**config.mk**
```make
export PLATFORM = sky130hd
export DESIGN_NAME = sha256_stream_hasher_flat
export DESIGN_NICKNAME = d
export VERILOG_FILES = /design/src/rtl/core/sha256_pkg.sv /design/src/rtl/core/sha256_if.sv /design/src/rtl/core/sha256_stream_hasher.sv /design/src/flat_wrapper.sv
export SDC_FILE = /design/constraint.sdc
export NUM_CORES = 2
export LEC_CHECK = 0
export BUFFER_PORTS_ARGS = -buffer_cell sky130_fd_sc_hd__buf_4
export CAP_MARGIN = 20
export CELL_PAD_IN_SITES_DETAIL_PLACEMENT = 1
export CELL_PAD_IN_SITES_GLOBAL_PLACEMENT = 1
export CORE_MARGIN = 4
export CORE_UTILIZATION = 50
export DETAILED_ROUTE_END_ITERATION = 7
export HOLD_SLACK_MARGIN = 0.05
export PLACE_DENSITY_LB_ADDON = 0.08
export SKIP_CTS_REPAIR_TIMING = 1
export SLEW_MARGIN = 25
export SYNTH_ARGS = -nofsm -noshare
export SYNTH_HDL_FRONTEND = slang
export SYNTH_SLANG_ARGS = --single-unit
```
**constraint.sdc**
```tcl
create_clock -name clock -period 92.1 [get_ports clock]
set_input_delay 4.605 -clock clock [delete_from_list [all_inputs] [get_ports clock]]
set_output_delay 4.605 -clock clock [all_outputs]
set_load 0.01 [all_outputs]
```
**src/rtl/core/sha256_pkg.sv**
```systemverilog
// shared types, constants and round functions for the sha-256 stream hasher
package sha256_pkg;

   localparam int unsigned NumRounds = 64;
   localparam int unsigned BlockBytes = 64;
   localparam int unsigned LenOffset = 56;
   localparam logic [7:0] PadByte = 8'h80;

   typedef enum logic [2:0] {
      ST_IDLE,
      ST_ROUND,
      ST_PAD,
      ST_LEN,
      ST_OUT
   } state_type;

   function automatic logic [31:0] round_const(input logic [5:0] idx);
      logic [31:0] k [0:63];
      k = '{
         32'h428a2f98, 32'h71374491, 32'hb5c0fbcf, 32'he9b5dba5, 32'h3956c25b, 32'h59f111f1,
         32'h923f82a4, 32'hab1c5ed5, 32'hd807aa98, 32'h12835b01, 32'h243185be, 32'h550c7dc3,
         32'h72be5d74, 32'h80deb1fe, 32'h9bdc06a7, 32'hc19bf174, 32'he49b69c1, 32'hefbe4786,
         32'h0fc19dc6, 32'h240ca1cc, 32'h2de92c6f, 32'h4a7484aa, 32'h5cb0a9dc, 32'h76f988da,
         32'h983e5152, 32'ha831c66d, 32'hb00327c8, 32'hbf597fc7, 32'hc6e00bf3, 32'hd5a79147,
         32'h06ca6351, 32'h14292967, 32'h27b70a85, 32'h2e1b2138, 32'h4d2c6dfc, 32'h53380d13,
         32'h650a7354, 32'h766a0abb, 32'h81c2c92e, 32'h92722c85, 32'ha2bfe8a1, 32'ha81a664b,
         32'hc24b8b70, 32'hc76c51a3, 32'hd192e819, 32'hd6990624, 32'hf40e3585, 32'h106aa070,
         32'h19a4c116, 32'h1e376c08, 32'h2748774c, 32'h34b0bcb5, 32'h391c0cb3, 32'h4ed8aa4a,
         32'h5b9cca4f, 32'h682e6ff3, 32'h748f82ee, 32'h78a5636f, 32'h84c87814, 32'h8cc70208,
         32'h90befffa, 32'ha4506ceb, 32'hbef9a3f7, 32'hc67178f2
      };
      return k[idx];
   endfunction

   function automatic logic [31:0] init_word(input logic [2:0] idx);
      logic [31:0] h [0:7];
      h = '{32'h6a09e667, 32'hbb67ae85, 32'h3c6ef372, 32'ha54ff53a,
            32'h510e527f, 32'h9b05688c, 32'h1f83d9ab, 32'h5be0cd19};
      return h[idx];
   endfunction

   function automatic logic [31:0] rotr(input logic [31:0] v, input int unsigned s);
      return (v >> s) | (v << (32 - s));
   endfunction

endpackage

```
**src/rtl/core/sha256_if.sv**
```systemverilog
// valid/ready stream interfaces for request and response words
interface sha256_req_if (input logic clock);
   logic       valid;
   logic       ready;
   logic [7:0] data_byte;
   logic       has_byte;
   logic       end_of_message;
   modport source (output valid, data_byte, has_byte, end_of_message, input ready);
   modport sink (input valid, data_byte, has_byte, end_of_message, output ready);
endinterface

interface sha256_rsp_if (input logic clock);
   logic        valid;
   logic        ready;
   logic [31:0] digest_word;
   logic [2:0]  word_index;
   logic        last_word;
   modport source (output valid, digest_word, word_index, last_word, input ready);
   modport sink (input valid, digest_word, word_index, last_word, output ready);
endinterface

```
**src/rtl/core/sha256_stream_hasher.sv**
```systemverilog
// sha-256 stream hasher: one round per cycle on a single shared round unit
// a byte that does not complete a block is taken while idle; a byte that completes it
// keeps the input busy through all the rounds and the chaining add
// end of message: padding to the end of the block (a whole block after a full one),
// the length words, one or two compressed blocks, then 8 words at 1 per cycle when ready
// synchronous active-high reset restores the initial chaining value and clears counts
module sha256_stream_hasher
   import sha256_pkg::*;
(
   input logic         clock,
   input logic         reset,
   sha256_req_if.sink  req,
   sha256_rsp_if.source rsp
);

   state_type   state_ff, state_in;
   logic [31:0] chain_ff [8];
   logic [31:0] chain_in [8];
   logic [31:0] var_ff [8];
   logic [31:0] var_in [8];
   logic [31:0] win_ff [16];
   logic [31:0] win_in [16];
   logic [5:0]  fill_ff, fill_in;
   logic [63:0] len_ff, len_in;
   logic [6:0]  rnd_ff, rnd_in;
   logic        fin_ff, fin_in;    // compression belongs to message end
   logic        two_ff, two_in;    // another final block follows
   logic        pad_ff, pad_in;    // padding of this message already written
   logic [2:0]  out_ff, out_in;

   logic [31:0] w15, w2, w7, g0, g1, wnew, s1, ch, s0, mj, t1;
   logic [3:0]  slot;

   always_comb begin
      slot = rnd_ff[3:0];
      w15 = win_ff[4'(slot + 4'd1)];
      w2 = win_ff[4'(slot + 4'd14)];
      w7 = win_ff[4'(slot + 4'd9)];
      g0 = rotr(w15, 7) ^ rotr(w15, 18) ^ (w15 >> 3);
      g1 = rotr(w2, 17) ^ rotr(w2, 19) ^ (w2 >> 10);
      wnew = (rnd_ff < 7'd16) ? win_ff[slot] : win_ff[slot] + g0 + w7 + g1;
      s1 = rotr(var_ff[4], 6) ^ rotr(var_ff[4], 11) ^ rotr(var_ff[4], 25);
      ch = (var_ff[4] & var_ff[5]) ^ (~var_ff[4] & var_ff[6]);
      t1 = var_ff[7] + s1 + ch + round_const(rnd_ff[5:0]) + wnew;
      s0 = rotr(var_ff[0], 2) ^ rotr(var_ff[0], 13) ^ rotr(var_ff[0], 22);
      mj = (var_ff[0] & var_ff[1]) ^ (var_ff[0] & var_ff[2]) ^ (var_ff[1] & var_ff[2]);
   end

   always_ff @(posedge clock) begin
      var_ff <= var_in;
      win_ff <= win_in;
   end

   always_ff @(posedge clock) begin
      if (reset) begin
         state_ff <= ST_IDLE;
         for (int i = 0; i < 8; i++) chain_ff[i] <= init_word(3'(i));
         fill_ff <= '0;
         len_ff <= '0;
         rnd_ff <= '0;
         fin_ff <= 1'b0;
         two_ff <= 1'b0;
         pad_ff <= 1'b0;
         out_ff <= '0;
      end else begin
         state_ff <= state_in;
         chain_ff <= chain_in;
         fill_ff <= fill_in;
         len_ff <= len_in;
         rnd_ff <= rnd_in;
         fin_ff <= fin_in;
         two_ff <= two_in;
         pad_ff <= pad_in;
         out_ff <= out_in;
      end
   end

   always_comb begin
      state_in = state_ff;
      chain_in = chain_ff;
      var_in = var_ff;
      win_in = win_ff;
      fill_in = fill_ff;
      len_in = len_ff;
      rnd_in = rnd_ff;
      fin_in = fin_ff;
      two_in = two_ff;
      pad_in = pad_ff;
      out_in = out_ff;
      req.ready = 1'b0;
      rsp.valid = 1'b0;
      case (state_ff)
         ST_IDLE: begin
            req.ready = 1'b1;
            if (req.valid) begin
               if (req.has_byte) begin
                  // bytes land big-endian straight in the schedule window
                  win_in[fill_ff[5:2]][{~fill_ff[1:0], 3'b000} +: 8] = req.data_byte;
                  len_in = len_ff + 64'd8;
                  fill_in = 6'(fill_ff + 6'd1);
               end
               fin_in = req.end_of_message;
               if (req.has_byte && fill_ff == 6'(BlockBytes - 1)) begin
                  state_in = ST_ROUND;
                  rnd_in = '0;
                  var_in = chain_ff;
               end else if (req.end_of_message) begin
                  state_in = ST_PAD;
               end
            end
         end
         ST_PAD: begin
            // write 0x80 then zeros up to the end of the block, one byte a cycle
            win_in[fill_ff[5:2]][{~fill_ff[1:0], 3'b000} +: 8] =
               (rnd_ff == 7'd0) ? PadByte : 8'h00;
            rnd_in = 7'(rnd_ff + 7'd1);
            fill_in = 6'(fill_ff + 6'd1);
            if (fill_ff == 6'(BlockBytes - 1)) begin
               pad_in = 1'b1;
               rnd_in = '0;
               fill_in = '0;
               if (rnd_ff > 7'(BlockBytes - 1 - LenOffset)) begin
                  two_in = 1'b0;
                  state_in = ST_LEN;
               end else begin
                  two_in = 1'b1;
                  state_in = ST_ROUND;
                  var_in = chain_ff;
               end
            end
         end
         ST_LEN: begin
            // final block: length in the last two words
            state_in = ST_ROUND;
            two_in = 1'b0;
            var_in = chain_ff;
            if (two_ff) begin
               for (int i = 0; i < 14; i++) win_in[i] = '0;
            end
            win_in[14] = len_ff[63:32];
            win_in[15] = len_ff[31:0];
         end
         ST_ROUND: begin
            if (rnd_ff == 7'(NumRounds)) begin
               for (int i = 0; i < 8; i++) chain_in[i] = chain_ff[i] + var_ff[i];
               rnd_in = '0;
               if (!fin_ff) begin
                  state_in = ST_IDLE;
               end else if (two_ff) begin
                  state_in = ST_LEN;
               end else if (pad_ff) begin
                  state_in = ST_OUT;
               end else begin
                  // a full block that ended the message still needs padding
                  state_in = ST_PAD;
               end
            end else begin
               win_in[slot] = wnew;
               var_in[7] = var_ff[6];
               var_in[6] = var_ff[5];
               var_in[5] = var_ff[4];
               var_in[4] = var_ff[3] + t1;
               var_in[3] = var_ff[2];
               var_in[2] = var_ff[1];
               var_in[1] = var_ff[0];
               var_in[0] = t1 + s0 + mj;
               rnd_in = 7'(rnd_ff + 7'd1);
            end
         end
         ST_OUT: begin
            rsp.valid = 1'b1;
            if (rsp.ready) begin
               out_in = 3'(out_ff + 3'd1);
               if (out_ff == 3'd7) begin
                  state_in = ST_IDLE;
                  for (int i = 0; i < 8; i++) chain_in[i] = init_word(3'(i));
                  len_in = '0;
                  fill_in = '0;
                  fin_in = 1'b0;
                  pad_in = 1'b0;
                  out_in = '0;
               end
            end
         end
         default: state_in = ST_IDLE;
      endcase
   end

   assign rsp.digest_word = chain_ff[out_ff];
   assign rsp.word_index = out_ff;
   assign rsp.last_word = (out_ff == 3'd7);

`ifndef ASSERT_OFF
   a_ready_idle: assert property (@(posedge clock) disable iff (reset)
      req.ready |-> state_ff == ST_IDLE) else $error("ready outside idle");
   a_no_overlap: assert property (@(posedge clock) disable iff (reset)
      !(req.ready && rsp.valid)) else $error("input and output active together");
   a_round_bound: assert property (@(posedge clock) disable iff (reset)
      rnd_ff <= 7'(NumRounds)) else $error("round counter out of range");
   a_last_wraps: assert property (@(posedge clock) disable iff (reset)
      rsp.valid && rsp.ready && rsp.last_word |=> state_ff == ST_IDLE)
      else $error("digest did not end");
`endif

endmodule

```
**src/flat_wrapper.sv**
```systemverilog
// flat-port wrapper written by rule: the top's interface ports become plain ports
module sha256_stream_hasher_flat import sha256_pkg::*;
  (clock, reset, req_valid, req_data_byte, req_has_byte, req_end_of_message, req_ready, rsp_valid, rsp_digest_word, rsp_word_index, rsp_last_word, rsp_ready);
  sha256_req_if req_i (.clock(clock));
  sha256_rsp_if rsp_i (.clock(clock));
  input logic clock;
  input logic reset;
  input wire logic [$bits(req_i.valid)-1:0] req_valid;
  input wire logic [$bits(req_i.data_byte)-1:0] req_data_byte;
  input wire logic [$bits(req_i.has_byte)-1:0] req_has_byte;
  input wire logic [$bits(req_i.end_of_message)-1:0] req_end_of_message;
  output wire logic [$bits(req_i.ready)-1:0] req_ready;
  output wire logic [$bits(rsp_i.valid)-1:0] rsp_valid;
  output wire logic [$bits(rsp_i.digest_word)-1:0] rsp_digest_word;
  output wire logic [$bits(rsp_i.word_index)-1:0] rsp_word_index;
  output wire logic [$bits(rsp_i.last_word)-1:0] rsp_last_word;
  input wire logic [$bits(rsp_i.ready)-1:0] rsp_ready;
  assign req_i.valid = req_valid;
  assign req_i.data_byte = req_data_byte;
  assign req_i.has_byte = req_has_byte;
  assign req_i.end_of_message = req_end_of_message;
  assign req_ready = req_i.ready;
  assign rsp_valid = rsp_i.valid;
  assign rsp_digest_word = rsp_i.digest_word;
  assign rsp_word_index = rsp_i.word_index;
  assign rsp_last_word = rsp_i.last_word;
  assign rsp_i.ready = rsp_ready;
  sha256_stream_hasher u_core (.clock(clock), .reset(reset), .req(req_i), .rsp(rsp_i));
endmodule
```
Word-level counts from Yosys, hierarchy flattened
Memory sizes are Yosys's and may differ from the RTL's.
Index checks and enable logic that the tools add are counted.
{"block": "word_totals", "ff_bits": 1110, "latch_bits": 0, "ramBits": 0, "rom_bits": 2048, "inputBits": 14, "out_inout_bits": 38, "word_cells": 239, "memories": 1}
{"memory": "(no name shown)", "words": 64, "word_bits": 32, "read_ports": 1, "rd_ports_with_merged_regs": 0, "wr": 0, "line_no": "sha256_pkg.sv:32", "rtl": "return k[idx];"}
{"block": "classes", "n_addsub": 26, "mul": 0, "n_div": 0, "order_cmp": 11, "n_eq_ne": 18, "n_shift": 3, "mux": 81, "n_bitwise": 35, "n_reduce_logical": 24}
{"cell": "256-bit 2-to-1 mux", "n": 8}
{"cell": "512-bit case mux with 4 select lines", "n": 1}
{"cell": "512-bit bitwise mux", "n": 3}
{"cell": "512-bit 2-to-1 mux", "n": 3}
{"cell": "256-bit case mux with 4 select lines", "n": 1}
{"cell": "32-bit adder", "n": 18}
{"cell": "32-bit binary-select mux with 4-bit select", "n": 4}
{"cell": "256-bit case mux with 2 select lines", "n": 1}
{"cell": "32-bit 2-to-1 mux", "n": 15}
{"cell": "448-bit 2-to-1 mux", "n": 1}
{"cell": "32-bit bitwise XOR", "n": 9}
{"cell": "32-bit demux with 4-bit select", "n": 2}
{"cell": "64-bit 2-to-1 mux", "n": 4}
{"cell": "32-bit AND", "n": 5}
{"cell": "64-bit case mux with 2 select lines", "n": 1}
{"cell": "32-bit binary-select mux with 3-bit select", "n": 1}
{"cell": "64-bit by 4-bit adder with 64-bit output, second input constant", "n": 1}
{"cell": "8-bit by 7-bit variable part select with 32-bit output", "n": 2}
{"cell": "3-bit 2-to-1 mux", "n": 11}
{"cell": "32-bit inverter", "n": 1}
{"cell": "10-bit by 32-bit bitwise OR with 32-bit output", "n": 1}
{"cell": "13-bit by 32-bit bitwise OR with 32-bit output", "n": 1}
{"cell": "14-bit by 32-bit bitwise OR with 32-bit output", "n": 1}
{"cell": "15-bit by 32-bit bitwise OR with 32-bit output", "n": 1}
{"cell": "53 further kinds", "n": 102}

Depth between registers and ports, before layout
{"block": "logic_depth", "word_depth": 17, "mapped_depth": 64, "depth_no_buf": 52}

Least setup slack after synthesis
Ideal clock, no wire load.
{"block": "synth_timing", "kind": "input-to-reg", "from": "input req_has_byte", "to": "register u_core.var_ff[0] (netlist bit), enable pin", "setup_time_ns": 1.588, "arrival_time_ns": 31.030, "required_time_ns": 90.512, "slack_ns": 59.482, "path_stages": 3, "path_buffers": 0, "path_cell_list": "nand3_1 a21oi_1 nor4b_1"}
{"block": "synth_via", "elab_chain_cells": 3}
{"element": "start, declared", "line_no": "flat_wrapper.sv:10", "rtl": "input wire logic [$bits(req_i.has_byte)-1:0] req_has_byte;"}
{"element": "1-bit logical AND", "line_no": "sha256_stream_hasher.sv:103", "rtl": "if (req.has_byte && fill_ff == 6'(BlockBytes - 1)) begin"}
{"element": "2-bit by 1-bit != test with 1-bit output (no line)"}
{"element": "6-bit AND reduction (no line)"}
{"element": "end signal, assigned", "line_no": "sha256_stream_hasher.sv:50", "rtl": "var_ff <= var_in;"}
{"element": "end, declared", "line_no": "sha256_stream_hasher.sv:19", "rtl": "logic [31:0] var_ff [8];"}
No other way between the ends.
A chain may end at the register's enable or synchronous reset.

==> flow_summary.ini <==
[sta]
hold_viol = 0
slew_headroom_pct = 13.9
fmax_mhz = 63.9
rsz0062_at_grt = false
fin_crit_sh_pct = 17.0
setup_viol = 0
slew_viol_final = 0
worst_pin_slew_ps = 1280
setup-tns-final_ps = 0
fin_crit_ps = 15650
fin_skew_ps = 38.8

[synthesis]
async_flop_share_pct = 0
synth_ff_type = edfxtp_1
synth.area.top_cells = edfxtp_1 (24%), mux4_2 (12%), dfxtp_1 (7.2%)
synth_largest_area_cell = edfxtp_1
netlist-cell-type-count = 92
syn_nets = 10800
synth_warnings = 0
postSynthAreaPerCell_um2 = 9.32
ys_ff_latch = 1107
syn_inst = 10200
synth_top_area_share_pct = 24.3
synth-seq-area-share_pct = 31.5
netlist_area_um2 = 94700
synth-edff-count = 768

[cts]
clock_latency_ps = 840
root_buffer = clkbuf_16
cts_tree = done
cts_buffers = 144
path_clk_slew_ps = 60
cts.sinks = 1107
clk_path_buf_depth = 3
htreeDepth = 4

[global_routing]
grt_pass1_vias = 90800
grt.met3_usage_pct = 9.99
met2_usage_pct = 67.6
busiest_layer = met2
gr-usage-all-layers_pct = 43.2
antenna_found_initial = 18
grt_pass1_wl_mm = 630
grt_overflow = 0
use_met1_pct = 51.5
grt_max_degree = 182

[place]
portBuffers = 51
place.detailed.hpwl_mm = 310
routabilityCongestion = 1.04

[routing]
avgViaCountPerCell = 7.24
firstDrtPassIters = 8
wire_per_inst_um = 35.1
ant_nets = 0
drc = 1
drtIter0Drc = 11500
vias = 90100
routed_wl_mm = 437

[run]
drv_cap = 0

[setup_path]
crit_type = flop to flop
arrival_ps = 16190
ff2ff_path_depth = 51
slowest_stage = ha_4
required_ps = 92640
crit_path_start_kind = flop
path_max_fanout = 43
cpPeakStageDelay_ps = 870
endpoint_kind = flop
cpMostUsedCell = a21o_1

[min_path]
hold_class = flop to flop
hold_depth = 2

[floorplanning]
core.rowCount = 159
coreArea_um2 = 188000
die_height_um = 443
dieArea_um2 = 196000
die_w_um = 443
initial_core_util_pct = 50.4
io_pins = 52

[status]
violations = design-rule violations
outcome = complete, but fails checks

[cells_and_area]
nets = 10400
drive_above_1_share_pct = 11.6
syn_to_final_growth_pct = 7.76
routing by layer:
metal  part of all wire, %  wire, µm  up-vias
met3                    10     44500     1533
li1                      -         -    37400
met2                    45    195000     5752
met5                0.0048        21        -
met4                   9.5     41600        4
met1                    36    156000    45400
cell usage in the layout (no fill, tap or decap), types with 66 or more instances in the layout:
| master | count |
|---|---|
| xnor2_1 | 382 |
| nand2b_1 | 66 |
| o211ai_1 | 78 |
| nand2_1 | 1263 |
| buf_4 | 282 |
| a221o_1 | 80 |
| fa_1 | 195 |
| mux2i_1 | 269 |
| inv_1 | 397 |
| clkbuf_16 | 152 |
| a21o_1 | 219 |
| edfxtp_1 | 768 |
| xor2_1 | 234 |
| ha_1 | 396 |
| a21oi_1 | 794 |
| nand3_1 | 563 |
| nor3_1 | 135 |
| o221ai_1 | 426 |
| dfxtp_1 | 330 |
| nor2_1 | 730 |
| mux4_2 | 485 |
| o21ai_0 | 608 |
cells by family after synthesis:
family                     synth area share (%)
DFF                                        31.5
AOI/OAI and AO/OA                          19.1
and+or+nand+nor                            14.2
xor gates and xnor gates                   5.77
adders and majority gates                  9.46
buffers and inverters                      4.98
muxes                                      15.0
layout make-up:
cell class              instances  area (µm²)
multi-input cells            7862       60600
clock inverters                53         325
repair buffers                300        2440
inverters                     406        1530
diodes                          6        15.0
clock buffers                 212        4220
fillers                     21000       85900
flip-flops and latches       1107       29900
well taps                    2495        3120
path summary, 6_finish.rpt:
path	slack [ps]	start	end
hold reg to reg	470	u_core.rsp.word_index[2]	u_core.rsp.word_index[2]
setup reg to reg	76450	u_core.rnd_ff[0]	u_core.var_ff[255]
setup / recovery	76450	u_core.rnd_ff[0]	u_core.var_ff[255]
hold / removal	470	u_core.rsp.word_index[2]	u_core.rsp.word_index[2]
synthesized netlist by cell type (all sizes together) (386+ instances only):
| cell | count |
|---|---|
| mux4 | 491 |
| o21ai | 631 |
| inv | 404 |
| a21oi | 815 |
| xnor2 | 386 |
| clkbuf | 652 |
| ha | 400 |
| o221ai | 426 |
| edfxtp | 768 |
| nor2 | 744 |
| nand3 | 565 |
| nand2 | 1268 |
worst max-delay path, delay by kind of cell (launching register included):
kind            cells  cell delay, ps
fa+ha+maj           9            4270
buf+inv            10            2560
compound gates     22            5280
flops               1             750
simple gates        2             220
xor+xnor            6            1150
mux                 2            1030
registers in the layout, summed over array words and instances (netlist names):
signal and count:
u_core.len_ff 61, u_core.rnd_ff 7, u_core.fin_ff 1, u_core.var_ff 256
u_core.fill_ff 6, u_core.state_ff 3, u_core.two_ff 1, u_core.rsp.word_index 3
u_core.win_ff 512, u_core.pad_ff 1, u_core.chain_ff 256
stage by stage:
stage / cells / instance area, µm² / hold slack (ps) / setup WS [ps] / util (%)
4_1_cts: 12400 / 102000 / 468 / 76590 / 54.2
5_1_grt: 12400 / 102000 / 499 / 75800 / 54.3
6_report: 12400 / 102000 / 467 / 76450 / 54.3
3_3_place_gp: 12200 / 97300 / 451 / 76910 / 51.8
2_1_floorplan: 10200 / 94700 / 433 / 59480 / -
3_5_place_dp: 12200 / 97400 / 460 / 76650 / 51.8
Power is left out: the tool's default activity adds up to more than one toggle a clock period on the data nets, which glitch-free logic cannot reach.
